[config.mk]
export PLATFORM = sky130hd
export DESIGN_NAME = rational_arithmetic_unit
export DESIGN_NICKNAME = d
export VERILOG_FILES = /design/src/hw/rtl/rau_pkg.sv /design/src/hw/rtl/rational_arithmetic_unit.sv /design/src/hw/rtl/rau_mul.sv /design/src/hw/rtl/rau_alu.sv /design/src/hw/rtl/rau_core.sv
export VERILOG_INCLUDE_DIRS = /design/src /design/src/hw/rtl
export SDC_FILE = /design/constraint.sdc
export NUM_CORES = 2
export LEC_CHECK = 0
export BUFFER_PORTS_ARGS = -buffer_cell sky130_fd_sc_hd__buf_2
export CORE_MARGIN = 5
export CORE_UTILIZATION = 40
export DETAILED_ROUTE_END_ITERATION = 6
export PLACE_DENSITY = 0.61
export SLEW_MARGIN = 20
export SYNTH_ARGS = -nofsm -noshare
export SYNTH_HDL_FRONTEND = slang
export SYNTH_SLANG_ARGS = --single-unit
[constraint.sdc]
create_clock -name clk -period 21.7 [get_ports clk]
set_input_delay 2.17 -clock clk [delete_from_list [all_inputs] [get_ports clk]]
set_output_delay 2.17 -clock clk [all_outputs]
set_load 0.01 [all_outputs]
[src/hw/rtl/rational_arithmetic_unit_defines.svh]
// Assertion macros shared by the rational arithmetic unit RTL.
// No dependencies; included by the modules that carry assertions.
`ifndef RATIONAL_ARITHMETIC_UNIT_DEFINES_SVH
`define RATIONAL_ARITHMETIC_UNIT_DEFINES_SVH

// Same-cycle implication, disabled while reset is asserted.
`define RAU_ASSERT_IMPL(label, clk, rst_n, ante, cons, msg) \
	label: assert property (@(posedge clk) disable iff (!rst_n) (ante) |-> (cons)) \
		else $error(msg);

// Next-cycle implication, disabled while reset is asserted.
`define RAU_ASSERT_NEXT(label, clk, rst_n, ante, cons, msg) \
	label: assert property (@(posedge clk) disable iff (!rst_n) (ante) |=> (cons)) \
		else $error(msg);

`endif

[src/hw/rtl/rau_pkg.sv]
`timescale 1ns / 1ps
// Types and constants of the rational arithmetic unit.
// No dependencies; imported by every module of the block.
package rau_pkg;

	localparam int WIDTH_DEF = 32;
	localparam int CMD_W     = 2;
	localparam int OPND_W    = 32;
	localparam int RES_NUM_W = 32;
	localparam int RES_DEN_W = 31;
	localparam int STATUS_W  = 2;

	typedef enum logic [CMD_W-1:0] {
		CMD_ADD = 2'd0,
		CMD_SUB = 2'd1,
		CMD_MUL = 2'd2,
		CMD_DIV = 2'd3
	} cmd_t;

	typedef enum logic [STATUS_W-1:0] {
		ST_OK       = 2'd0,
		ST_ZERO_DEN = 2'd1,
		ST_OVERFLOW = 2'd2
	} status_t;

	typedef enum logic [3:0] {
		S_IDLE,
		S_MUL0,
		S_MUL1,
		S_MUL2,
		S_MUL3,
		S_COMB,
		S_COMB2,
		S_ZCHK,
		S_TWOS,
		S_GCD,
		S_SCALE,
		S_DIV,
		S_CHECK,
		S_DONE
	} state_t;

	typedef struct packed {
		logic start;
		logic take;
		cmd_t cmd;
		logic s1;
		logic s2;
	} core_req_t;

	typedef struct packed {
		logic    idle;
		logic    done;
		status_t status;
		logic    neg;
	} core_rsp_t;

endpackage

[src/hw/rtl/rational_arithmetic_unit.sv]
`timescale 1ns / 1ps
// Top level of the rational arithmetic unit: operand split, handshakes, result register.
// Depends on rau_pkg, rau_core and the assertion macro header.
//
//   channel   signals                                          direction
//   op        op_valid, op_stall, cmd, first_num, first_den,   in
//             second_num, second_den
//   res       res_valid, res_stall, result_num, result_den,     out
//             status
//
// One operation at a time. An error on the operands sends the sequencer straight to
// its done state, where it waits until the result register can load. Otherwise an item
// passes the multiplies, the combine, the binary gcd (one shift, subtract or swap per
// cycle) and two restoring divides. The combine, the gcd and the divides share one
// adder/subtractor. Reset clears the sequencer and the result valid flag. A stalled
// result waits in its register while the next operation is taken and worked on.
`include "rational_arithmetic_unit_defines.svh"

module rational_arithmetic_unit import rau_pkg::*; #(
	parameter int WIDTH = WIDTH_DEF
) (
	input  logic                 clk,
	input  logic                 arst_n,
	input  logic                 op_valid,
	output logic                 op_stall,
	input  logic [CMD_W-1:0]     cmd,
	input  logic [OPND_W-1:0]    first_num,
	input  logic [OPND_W-1:0]    first_den,
	input  logic [OPND_W-1:0]    second_num,
	input  logic [OPND_W-1:0]    second_den,
	output logic                 res_valid,
	input  logic                 res_stall,
	output logic [RES_NUM_W-1:0] result_num,
	output logic [RES_DEN_W-1:0] result_den,
	output logic [STATUS_W-1:0]  status
);

	logic [WIDTH-1:0] fn_raw, fd_raw, sn_raw, sd_raw;
	logic [WIDTH-1:0] fn_mag, fd_mag, sn_mag, sd_mag;
	core_req_t        req;
	core_rsp_t        rsp;
	logic [WIDTH-1:0] res_mag;
	logic [WIDTH-2:0] res_den;
	logic             take, load;
	logic [RES_NUM_W-1:0] mag_ext, num_val;

	logic                 res_valid_q;
	logic [RES_NUM_W-1:0] result_num_q;
	logic [RES_DEN_W-1:0] result_den_q;
	status_t              status_q;

	// Only the low WIDTH bits of each operand count, read as two's complement.
	assign fn_raw = first_num[WIDTH-1:0];
	assign fd_raw = first_den[WIDTH-1:0];
	assign sn_raw = second_num[WIDTH-1:0];
	assign sd_raw = second_den[WIDTH-1:0];

	assign fn_mag = fn_raw[WIDTH-1] ? (~fn_raw + WIDTH'(1)) : fn_raw;
	assign fd_mag = fd_raw[WIDTH-1] ? (~fd_raw + WIDTH'(1)) : fd_raw;
	assign sn_mag = sn_raw[WIDTH-1] ? (~sn_raw + WIDTH'(1)) : sn_raw;
	assign sd_mag = sd_raw[WIDTH-1] ? (~sd_raw + WIDTH'(1)) : sd_raw;

	assign take      = !res_valid_q || !res_stall;
	assign load      = rsp.done && take;
	assign op_stall  = !rsp.idle;

	assign req.start = op_valid && rsp.idle;
	assign req.take  = take;
	assign req.cmd   = cmd_t'(cmd);
	assign req.s1    = fn_raw[WIDTH-1] ^ fd_raw[WIDTH-1];
	assign req.s2    = sn_raw[WIDTH-1] ^ sd_raw[WIDTH-1];

	rau_core #(.WIDTH(WIDTH)) u_core (
		.clk     (clk),
		.arst_n  (arst_n),
		.req     (req),
		.n1      (fn_mag),
		.d1      (fd_mag),
		.n2      (sn_mag),
		.d2      (sd_mag),
		.rsp     (rsp),
		.res_mag (res_mag),
		.res_den (res_den)
	);

	assign mag_ext = RES_NUM_W'(res_mag);
	assign num_val = rsp.neg ? (~mag_ext + RES_NUM_W'(1)) : mag_ext;

	always_ff @(posedge clk or negedge arst_n) begin
		if (!arst_n) begin
			res_valid_q <= 1'b0;
		end else if (load) begin
			res_valid_q <= 1'b1;
		end else if (!res_stall) begin
			res_valid_q <= 1'b0;
		end
	end

	always_ff @(posedge clk) begin
		if (load) begin
			status_q <= rsp.status;
			if (rsp.status == ST_OK) begin
				result_num_q <= num_val;
				result_den_q <= RES_DEN_W'(res_den);
			end else begin
				result_num_q <= '0;
				result_den_q <= '0;
			end
		end
	end

	assign res_valid  = res_valid_q;
	assign result_num = result_num_q;
	assign result_den = result_den_q;
	assign status     = status_q;

	`RAU_ASSERT_NEXT(a_busy_after_beat, clk, arst_n, op_valid && !op_stall, op_stall,
		"operand beat taken without the sequencer going busy")
	`RAU_ASSERT_IMPL(a_err_zero_fields, clk, arst_n,
		res_valid_q && (status_q != ST_OK),
		(result_num_q == '0) && (result_den_q == '0),
		"error result with nonzero fields")
	`RAU_ASSERT_IMPL(a_ok_den_positive, clk, arst_n,
		res_valid_q && (status_q == ST_OK), result_den_q != '0,
		"good result with a zero denominator")

endmodule

[src/hw/rtl/rau_mul.sv]
`timescale 1ns / 1ps
// Unsigned multiplier with a registered product, shared by the sequencer.
// Depends on rau_pkg for the default width.
module rau_mul import rau_pkg::*; #(
	parameter int WIDTH = WIDTH_DEF
) (
	input  logic                 clk,
	input  logic [WIDTH-1:0]     x,
	input  logic [WIDTH-1:0]     y,
	output logic [2*WIDTH-1:0]   p
);

	logic [2*WIDTH-1:0] prod;
	logic [2*WIDTH-1:0] p_q;

	assign prod = x * y;

	always_ff @(posedge clk) begin
		p_q <= prod;
	end

	assign p = p_q;

endmodule

[src/hw/rtl/rau_alu.sv]
`timescale 1ns / 1ps
// Shared adder/subtractor with borrow output for the rational arithmetic unit.
// Depends on rau_pkg for the default width.
module rau_alu import rau_pkg::*; #(
	parameter int AW = 2 * WIDTH_DEF + 1
) (
	input  logic [AW-1:0] x,
	input  logic [AW-1:0] y,
	input  logic          sub,
	output logic [AW-1:0] r,
	output logic          borrow
);

	logic [AW:0] sum;
	logic [AW-1:0] y_op;

	assign y_op   = sub ? ~y : y;
	assign sum    = {1'b0, x} + {1'b0, y_op} + {{AW{1'b0}}, sub};
	assign r      = sum[AW-1:0];
	// With subtraction a missing carry out means x < y.
	assign borrow = sub & ~sum[AW];

endmodule

[src/hw/rtl/rau_core.sv]
`timescale 1ns / 1ps
// Sequencer and datapath: cross products, combine, binary gcd, exact divides.
// Depends on rau_pkg, rau_mul, rau_alu and the assertion macro header.
`include "rational_arithmetic_unit_defines.svh"

module rau_core import rau_pkg::*; #(
	parameter int WIDTH = WIDTH_DEF
) (
	input  logic             clk,
	input  logic             arst_n,
	input  core_req_t        req,
	input  logic [WIDTH-1:0] n1,
	input  logic [WIDTH-1:0] d1,
	input  logic [WIDTH-1:0] n2,
	input  logic [WIDTH-1:0] d2,
	output core_rsp_t        rsp,
	output logic [WIDTH-1:0] res_mag,
	output logic [WIDTH-2:0] res_den
);

	localparam int DW = 2 * WIDTH;
	localparam int AW = DW + 1;
	localparam int KW = $clog2(DW);

	state_t state_q, state_d;

	cmd_t             cmd_q;
	logic             s1_q, s2_q, neg_q;
	logic [WIDTH-1:0] n1_q, d1_q, n2_q, d2_q;
	logic [DW-1:0]    a_q, b_q, mag_q, den_q, u_q, v_q, rem_q, quo_q;
	logic [KW-1:0]    k_q, cnt_q;
	logic             sel_q;
	status_t          status_q;

	logic             sb, is_addsub, in_err, ovf;
	logic [WIDTH-1:0] mul_x, mul_y;
	logic [DW-1:0]    mul_p;
	logic [AW-1:0]    alu_x, alu_y, alu_r;
	logic             alu_sub, alu_borrow;
	logic [AW-1:0]    shifted;
	logic [DW-1:0]    quo_next;

	rau_mul #(.WIDTH(WIDTH)) u_mul (
		.clk (clk),
		.x   (mul_x),
		.y   (mul_y),
		.p   (mul_p)
	);

	rau_alu #(.AW(AW)) u_alu (
		.x      (alu_x),
		.y      (alu_y),
		.sub    (alu_sub),
		.r      (alu_r),
		.borrow (alu_borrow)
	);

	assign sb        = (cmd_q == CMD_SUB) ? ~s2_q : s2_q;
	assign is_addsub = (cmd_q == CMD_ADD) || (cmd_q == CMD_SUB);
	assign in_err    = (d1 == '0) || (d2 == '0) || ((req.cmd == CMD_DIV) && (n2 == '0));
	assign shifted   = {rem_q, quo_q[DW-1]};
	assign quo_next  = {quo_q[DW-2:0], ~alu_borrow};

	// The reduced fraction must fit a signed WIDTH-bit numerator and a positive
	// denominator below 2^(WIDTH-1).
	assign ovf = (|den_q[DW-1:WIDTH-1]) ||
		(neg_q ? ((|mag_q[DW-1:WIDTH]) || (mag_q[WIDTH-1] && (|mag_q[WIDTH-2:0])))
		       : (|mag_q[DW-1:WIDTH-1]));

	always_comb begin
		mul_x = '0;
		mul_y = '0;
		case (state_q)
			S_MUL0: begin
				mul_x = n1_q;
				mul_y = (cmd_q == CMD_MUL) ? n2_q : d2_q;
			end
			S_MUL1: begin
				mul_x = n2_q;
				mul_y = d1_q;
			end
			S_MUL2: begin
				mul_x = d1_q;
				mul_y = (cmd_q == CMD_DIV) ? n2_q : d2_q;
			end
			default: begin
				mul_x = '0;
				mul_y = '0;
			end
		endcase
	end

	always_comb begin
		alu_x   = '0;
		alu_y   = '0;
		alu_sub = 1'b0;
		case (state_q)
			S_COMB: begin
				alu_x   = {1'b0, a_q};
				alu_y   = {1'b0, b_q};
				alu_sub = (s1_q != sb);
			end
			S_COMB2: begin
				alu_x   = {1'b0, b_q};
				alu_y   = {1'b0, a_q};
				alu_sub = 1'b1;
			end
			S_GCD: begin
				alu_x   = {1'b0, v_q};
				alu_y   = {1'b0, u_q};
				alu_sub = 1'b1;
			end
			S_DIV: begin
				alu_x   = shifted;
				alu_y   = {1'b0, u_q};
				alu_sub = 1'b1;
			end
			default: begin
				alu_x   = '0;
				alu_y   = '0;
				alu_sub = 1'b0;
			end
		endcase
	end

	always_ff @(posedge clk or negedge arst_n) begin
		if (!arst_n) begin
			state_q <= S_IDLE;
		end else begin
			state_q <= state_d;
		end
	end

	always_comb begin
		state_d    = state_q;
		rsp.idle   = (state_q == S_IDLE);
		rsp.done   = (state_q == S_DONE);
		rsp.status = status_q;
		rsp.neg    = neg_q;
		case (state_q)
			S_IDLE: begin
				if (req.start) begin
					state_d = in_err ? S_DONE : S_MUL0;
				end
			end
			S_MUL0:  state_d = S_MUL1;
			S_MUL1:  state_d = S_MUL2;
			S_MUL2:  state_d = S_MUL3;
			S_MUL3:  state_d = S_COMB;
			S_COMB: begin
				if (is_addsub && alu_sub && alu_borrow) begin
					state_d = S_COMB2;
				end else begin
					state_d = S_ZCHK;
				end
			end
			S_COMB2: state_d = S_ZCHK;
			S_ZCHK: begin
				state_d = (mag_q == '0) ? S_CHECK : S_TWOS;
			end
			S_TWOS: begin
				if (u_q[0] || v_q[0]) begin
					state_d = S_GCD;
				end
			end
			S_GCD: begin
				if (v_q == '0) begin
					state_d = S_SCALE;
				end
			end
			S_SCALE: begin
				if (k_q == '0) begin
					state_d = S_DIV;
				end
			end
			S_DIV: begin
				if ((cnt_q == '0) && sel_q) begin
					state_d = S_CHECK;
				end
			end
			S_CHECK: state_d = S_DONE;
			S_DONE: begin
				if (req.take) begin
					state_d = S_IDLE;
				end
			end
			default: state_d = S_IDLE;
		endcase
	end

	// Counters and status.
	always_ff @(posedge clk or negedge arst_n) begin
		if (!arst_n) begin
			k_q      <= '0;
			cnt_q    <= '0;
			sel_q    <= 1'b0;
			status_q <= ST_OK;
		end else begin
			case (state_q)
				S_IDLE: begin
					if (req.start) begin
						status_q <= in_err ? ST_ZERO_DEN : ST_OK;
						k_q      <= '0;
					end
				end
				S_TWOS: begin
					if (!(u_q[0] || v_q[0])) begin
						k_q <= k_q + KW'(1);
					end
				end
				S_SCALE: begin
					if (k_q != '0) begin
						k_q <= k_q - KW'(1);
					end else begin
						cnt_q <= KW'(DW - 1);
						sel_q <= 1'b0;
					end
				end
				S_DIV: begin
					cnt_q <= cnt_q - KW'(1);
					if ((cnt_q == '0) && !sel_q) begin
						sel_q <= 1'b1;
						cnt_q <= KW'(DW - 1);
					end
				end
				S_CHECK: begin
					status_q <= ovf ? ST_OVERFLOW : ST_OK;
				end
				default: begin
					k_q <= k_q;
				end
			endcase
		end
	end

	// Datapath registers.
	always_ff @(posedge clk) begin
		case (state_q)
			S_IDLE: begin
				if (req.start) begin
					cmd_q <= req.cmd;
					s1_q  <= req.s1;
					s2_q  <= req.s2;
					n1_q  <= n1;
					d1_q  <= d1;
					n2_q  <= n2;
					d2_q  <= d2;
				end
			end
			S_MUL1: a_q   <= mul_p;
			S_MUL2: b_q   <= mul_p;
			S_MUL3: den_q <= mul_p;
			S_COMB: begin
				if (!is_addsub) begin
					mag_q <= a_q;
					neg_q <= s1_q ^ s2_q;
				end else begin
					// On a borrow the magnitude is redone as b - a in the next cycle.
					mag_q <= alu_r[DW-1:0];
					neg_q <= (alu_sub && alu_borrow) ? sb : s1_q;
				end
			end
			S_COMB2: mag_q <= alu_r[DW-1:0];
			S_ZCHK: begin
				if (mag_q == '0) begin
					den_q <= DW'(1);
					neg_q <= 1'b0;
				end else begin
					u_q <= mag_q;
					v_q <= den_q;
				end
			end
			S_TWOS: begin
				if (!(u_q[0] || v_q[0])) begin
					u_q <= u_q >> 1;
					v_q <= v_q >> 1;
				end
			end
			S_GCD: begin
				if (v_q != '0) begin
					if (!u_q[0]) begin
						u_q <= u_q >> 1;
					end else if (!v_q[0]) begin
						v_q <= v_q >> 1;
					end else if (alu_borrow) begin
						// Keep u below v so that the difference never goes negative.
						u_q <= v_q;
						v_q <= u_q;
					end else begin
						v_q <= alu_r[DW-1:0];
					end
				end
			end
			S_SCALE: begin
				if (k_q != '0) begin
					u_q <= u_q << 1;
				end else begin
					rem_q <= '0;
					quo_q <= mag_q;
				end
			end
			S_DIV: begin
				rem_q <= alu_borrow ? shifted[DW-1:0] : alu_r[DW-1:0];
				quo_q <= quo_next;
				if (cnt_q == '0) begin
					if (!sel_q) begin
						mag_q <= quo_next;
						rem_q <= '0;
						quo_q <= den_q;
					end else begin
						den_q <= quo_next;
					end
				end
			end
			default: begin
				a_q <= a_q;
			end
		endcase
	end

	assign res_mag = mag_q[WIDTH-1:0];
	assign res_den = den_q[WIDTH-2:0];

	`RAU_ASSERT_IMPL(a_start_when_idle, clk, arst_n, req.start, state_q == S_IDLE,
		"operation started while the sequencer is busy")
	`RAU_ASSERT_IMPL(a_gcd_one_odd, clk, arst_n, state_q == S_GCD, u_q[0] || v_q[0],
		"gcd loop entered with both operands even")
	`RAU_ASSERT_IMPL(a_div_nonzero, clk, arst_n, state_q == S_DIV, u_q != '0,
		"division by a zero gcd")
	`RAU_ASSERT_IMPL(a_ok_den_nonzero, clk, arst_n,
		(state_q == S_DONE) && (status_q == ST_OK), den_q != '0,
		"good result with a zero denominator")

endmodule
# Word level (Yosys, flattened, before mapping)
# Index checks and enable logic that the tools add are counted.
dict set report op_classes {
  n_addsub 10
  multipliers 1
  div_mod_pow 0
  n_lt_le_gt_ge 0
  eq_ne 37
  shift 0
  mux 76
  bitwise_logic 13
  n_reduce_logical 58
}
# op count
set ops {}
lappend ops {{64-bit two-way mux} 25}
lappend ops {{64-bit one-hot mux with 3 select lines} 4}
lappend ops {{65-bit one-hot mux with 4 select lines} 1}
lappend ops {{64-bit one-hot mux with 2 select lines} 2}
lappend ops {{64-bit one-hot mux with 4 select lines} 1}
lappend ops {{32-bit two-way mux} 6}
lappend ops {{32-bit one-hot mux with 3 select lines} 2}
lappend ops {{32-bit by 1-bit adder with 32-bit output, second input constant} 5}
lappend ops {{32-bit inverter} 5}
lappend ops {{64-bit logical NOT} 2}
lappend ops {{32-bit logical NOT} 3}
lappend ops {{65-bit by 65-bit adder with 66-bit output} 1}
lappend ops {{66-bit by 1-bit adder with 66-bit output} 1}
lappend ops {{33-bit OR reduction} 2}
lappend ops {{65-bit two-way mux} 1}
lappend ops {{64-bit inverter with 65-bit output} 1}
lappend ops {{32-bit by 32-bit multiplier with 64-bit output} 1}
lappend ops {{64-bit nonzero test} 1}
lappend ops {{4-bit one-hot mux with 14 select lines} 1}
lappend ops {{32-bit OR reduction} 1}
lappend ops {{31-bit two-way mux} 1}
lappend ops {{31-bit OR reduction} 1}
lappend ops {{6-bit two-way mux} 5}
lappend ops {{4-bit two-way mux} 7}
lappend ops {{40 further kinds} 115}
dict set report totals {
  regBits 794
  latchBits 0
  mem_bits_rw 0
  rom_bits 0
  inputBits 134
  output_inout_bits 67
  n_memories 0
}

# Depth between registers and ports, before layout
dict set report logic_depth {
  word_depth 14
  depth_mapped 39
}

# Hierarchy
# A second synthesis with hierarchy kept.
dict set report unflattened {
  hier_cells 8140
  area_unflattened_um2 78735.5
}
# mod n_inst cells_per_inst area_per_inst_um2 seq_area_each_um2
set modules_own_cells {}
lappend modules_own_cells {rau_mul 1 3800 34685.8 1281.2}
lappend modules_own_cells {rau_core 1 3043 33698.6 19844.0}
lappend modules_own_cells {rational_arithmetic_unit 1 680 6008.3 1976.9}
lappend modules_own_cells {rau_alu 1 617 4342.9 0.0}

# Worst setup path before layout
# Ideal clock, no wire load.
dict set report synth_path {
  kind {register -> register}
  startpoint {register u_core.state_q[0]}
  endpoint {register u_core.u_mul.p_q[60], in the netlist u_core.u_mul.p[60]}
  arrival_time_ns 11.140
  required_ns 21.628
  path_slack_ns 10.488
  stages_incl_launch_ff 35
  path_buffers 6
  path_cell_list {dfrtp_1 -> clkbuf_1 -> clkbuf_1 -> and2_1 -> clkbuf_1 -> nand2_1 -> inv_1 -> clkbuf_1 -> clkbuf_1 -> nand2_1 -> and2_1 -> clkbuf_1 -> nor2_1 -> fa_1 -> fa_1 -> inv_1 -> fa_1 -> fa_1 -> inv_1 -> fa_1 -> fa_1 -> fa_1 -> fa_1 -> ha_1 -> a21o_1 -> a211oi_1 -> a21oi_1 -> a211oi_1 -> o221a_2 -> a31oi_1 -> a311oi_1 -> a21oi_1 -> a221o_1 -> a21oi_1 -> xnor2_1}
}
dict set report synth_between {
  elab_chain_len 3
  word_cells_on_any_way 6
  classes_between {mul: 1; eq/ne: 3; mux: 2}
}
# element line_no
set synth_rtl {}
lappend synth_rtl {{start, declared} rau_core.sv:25} ;# state_t state_q, state_d;
lappend synth_rtl {{start signal, assigned} rau_core.sv:130} ;# state_q <= state_d;
lappend synth_rtl {{4-bit by 2-bit equality test with 1-bit output / 4-bit by 1-bit equality test with 1-bit output (equally long branches)} rau_core.sv:73} ;# case (state_q)
lappend synth_rtl {{32-bit one-hot mux with 3 select lines} rau_core.sv:73}
lappend synth_rtl {{32-bit by 32-bit multiplier with 64-bit output *} rau_mul.sv:16} ;# assign prod = x * y;
lappend synth_rtl {{named net u_core.u_mul.prod[60]} rau_mul.sv:13} ;# logic [2*WIDTH-1:0] prod;
lappend synth_rtl {{end signal, assigned} rau_mul.sv:19} ;# p_q <= prod;
lappend synth_rtl {{end, declared} rau_mul.sv:14} ;# logic [2*WIDTH-1:0] p_q;
# Mark *: on every way through the listed nets, which the timed path passes. The rest lies on a longest branch.
# A chain may end at the register's enable or synchronous reset.

# Worst setup path after layout
dict set report layout_path {
  startpoint {register u_core.state_q[0]}
  endpoint {register u_core.u_mul.p_q[63], in the netlist u_core.u_mul.p[63]}
}
# Same word-level chain as after synthesis.

==> metrics.md <==
| Metric | Value |
|---|---|
| Crit. Startpoint | `u_core.state_q[0]$_DFFE_PN0P_` |
| First-pass GRT wire length | `around 430000 µm` |
| Synth top area cells | `edfxtp_1, fa_1, ha_1` |
| Die H | `between 400 and 500 µm` |
| Final setup TNS | `0 ns` |
| DR iter-0 viols | `roughly 7600` |
| Post-synthesis mux area share | `a little over 2%` |
| WL/cell | `26.3 µm` |
| Worst path bufs/invs | `7` |
| Hold Crit Class | `reg2reg` |
| Die ar. | `between 0.2 and 0.25 mm²` |
| Yosys top cell area share | `between 20% and 30%` |
| RSZ-0062 raised after global routing | `false` |
| Critical path capture point | `u_core.u_mul.p[63]$_DFF_P_` |
| Drt pass-1 iters | `7` |
| Most frequent CP cell | `fa_1` |
| Worst setup SP type | `register` |
| WP data arrival | `roughly 12 ns` |
| CP peak stage delay | `0.88 ns` |
| Maximum clock frequency | `roughly 90 MHz` |
| Setup ws final | `around 10 ns` |
| Final period utilization | `roughly 52%` |
| Clk Latency, worst-skew pair | `approximately 0.75 ns` |
| Count of different cell masters after synthesis | `between 80 and 90` |
| CP required | `between 20 and 25 ns` |
| Num CTS Buffers | `88` |
| Reg2reg setup slack | `10.43 ns` |
| Syn Area/Cell | `around 9 µm²` |
| # fillers | `about 19000` |
| Initial core utilization | `between 40 and 50%` |
| Asr flop ratio synth | `under 10%` |
| Outcome | `complete, but fails checks` |
| Row count | `around 160` |
| Post-Synthesis Cells | `around 8400` |
| Nets@finish | `just under 10000` |
| Least-Margin Pin Slew | `roughly 1.2 ns` |
| Final Hold Vio Count | `0` |
| Die W | `~450 µm` |
| Synth Area in Compound Gates | `between 10 and 15%` |
| CP Class | `reg2reg` |
| DPL Wire Length | `approximately 210000 µm` |
| Kind of cell adding the most delay to the critical path | `adder cells` |
| # resized after CTS | `0` |
| Port bufs | `200` |
| Seq/Total Area, Yosys | `a little under 30%` |
| Crit path depth | `32` |
| Top_reg_cell synth | `edfxtp_1` |
| Setup bufs post-CTS | `0` |
| Clock sink total | `between 700 and 800` |
| I/O pins | `roughly 200` |
| Vias in the first global route | `roughly 67000` |
| Mapped Area | `~0.078 mm²` |
| XOR/XNOR Fraction of Synth Area | `under 10%` |
| FF-to-FF Start | `u_core.state_q[0]$_DFFE_PN0P_` |
| Flip-flop and latch count after synthesis | `794` |
| Antenna Nets Post-Route | `0` |
| Post-synthesis adder-cell area fraction | `around 28%` |
| GP Congestion | `roughly 0.96` |
| DR DRC count | `1` |
| GRT Total Usage | `between 20 and 30%` |
| CTS tree | `built` |
| Root Buffer | `clkbuf_16` |
| Vias | `between 60000 and 70000` |
| Grt ovf | `0` |
| Share of layout cells above drive strength 1 | `a little over 7%` |
| CP max FO | `between 150 and 200` |
| Failing checks | `DRC` |
| Final Skew | `around 0.067 ns` |
| CP Capture Type | `register` |
| Post-synth EDFFs | `710` |
| R2R Path End | `u_core.u_mul.p[63]$_DFF_P_` |
| Most instantiated cells after synthesis | `nand2_1, nor2_1, fa_1` |
| Mapped Nets | `~10000` |
| Synth Area in Simple Gates | `14.3%` |
| Largest family of logic cells by synthesized area | `adder cells` |
| Max-cap viol count | `0` |
| Slew HR | `19.1%` |
| Synth area leader | `edfxtp_1` |
| Worst-path clk slew | `around 0.06 ns` |
| H-tree depth | `3` |
| Area Overhead vs Synth | `8.65%` |
| Cts hold-fix bufs | `0` |
| Final min period | `about 11 ns` |
| Initial antenna violation count | `17` |
| Most common cell in the netlist | `nand2_1` |
| CTS max path bufs | `3` |
| Synth warn | `0` |
| Worst path slowest cell | `a211oi_1` |
| Endpoints failing setup | `0` |
| Vias/cell | `between 5 and 6` |
| Core area | `0.194 mm²` |
| Drt total wl | `a little under 300000 µm` |
| Depth of the worst register-to-register path | `32` |
| Largest net degree at the start of global routing | `about 170` |
| Max-slew violations | `0` |
| Dpl ws | `between 10 and 15 ns` |
## worst min-delay path by stage
stage	to	depth (start not counted)	start	slack, ns
after floorplan	u_core.a_q[10]$_DFFE_PN_	0	u_core.u_mul.p[10]$_DFF_P_	0.43
after global placement	u_core.b_q[48]$_DFFE_PN_	0	u_core.u_mul.p[48]$_DFF_P_	0.43
after detailed placement	u_core.a_q[47]$_DFFE_PN_	0	u_core.u_mul.p[47]$_DFF_P_	0.44
after CTS	u_core.a_q[47]$_DFFE_PN_	0	u_core.u_mul.p[47]$_DFF_P_	0.45
after global routing	u_core.a_q[47]$_DFFE_PN_	0	u_core.u_mul.p[47]$_DFF_P_	0.48
final	u_core.a_q[47]$_DFFE_PN_	0	u_core.u_mul.p[47]$_DFF_P_	0.45
## area by class of cell
class                   instances  area (µm²)  area share (%)
inverters                     893        3360            3.96
diodes                          4        10.0          0.0118
well taps                    2542        3180            3.75
flip-flops and latches        794       23100            27.3
clock inverters                49         528           0.623
repair buffers                352        2180            2.58
clock buffers                 114        2380            2.81
multi-input cells            6190       50000            59.0
## state kept, by name, summed over array words and instances, names as in the netlist, 4 cells and up
register	flops
u_core.v_q	64
u_core.state_q	4
u_core.b_q	64
u_core.d2_q	32
u_core.cnt_q	6
u_core.den_q	64
u_core.u_mul.p	64
u_core.rem_q	64
u_core.u_q	64
u_core.a_q	64
u_core.k_q	6
u_core.n1_q	32
result_den	31
result_num	32
u_core.d1_q	32
u_core.quo_q	64
u_core.n2_q	32
u_core.mag_q	64
## cell families (layout without fill, tap and decap cells)
kind of cell,Yosys count,count (layout)
fa+ha+maj,1236,1236
xor+xnor,345,345
other cells,0,4
compound gates,1843,1843
simple gates,2607,2607
flops,794,794
buf+inv,1429,1408
mux,159,159
## metal layers
layer,vias up,part of all wire [%],routed length [µm],track usage (%)
met2,4022,45,130000,44.3
met4,6,6.9,19900,16.0
li1,28200,-,-,-
met5,-,0.014,41,0
met3,880,10,29400,6.02
met1,32400,38,108000,34.9
## layout by cell type (no fill, tap or decap), types with 22 or more instances in the layout
cell / count
a211o_1: 26
inv_1: 890
a21oi_1: 607
edfxtp_1: 710
a221o_1: 34
o31ai_1: 47
nand4_1: 49
and2_1: 78
nand2_1: 1101
xor2_1: 93
a22o_1: 73
buf_4: 148
mux2i_1: 150
dfxtp_1: 64
a31oi_1: 38
nand2b_1: 40
o21ai_0: 442
nor4_1: 49
xnor2_1: 252
clkbuf_16: 90
nor3_1: 52
or4_1: 25
buf_2: 200
nor2_1: 923
o21bai_1: 34
fa_1: 898
a21o_1: 89
a22oi_1: 212
o211ai_1: 23
ha_1: 338
or3_1: 31
and3_1: 55
nand3_1: 91
a21boi_0: 22
## stage by stage
| step | utilization, % | std cells | cell area (µm²) | hold WS [ns] |
|---|---|---|---|---|
| 6_report | 43.6 | 10900 | 84700 | 0.454 |
| 5_1_grt | 43.6 | 10900 | 84700 | 0.478 |
| 4_1_cts | 43.6 | 10900 | 84700 | 0.450 |
| 3_5_place_dp | 42.1 | 10800 | 81800 | 0.436 |
| 3_3_place_gp | 42.1 | 10800 | 81700 | 0.433 |
| 2_1_floorplan | - | 8413 | 78000 | 0.425 |
Power is not shown: default switching activity piles up to over one toggle a cycle in this logic, so the estimate is an artifact.
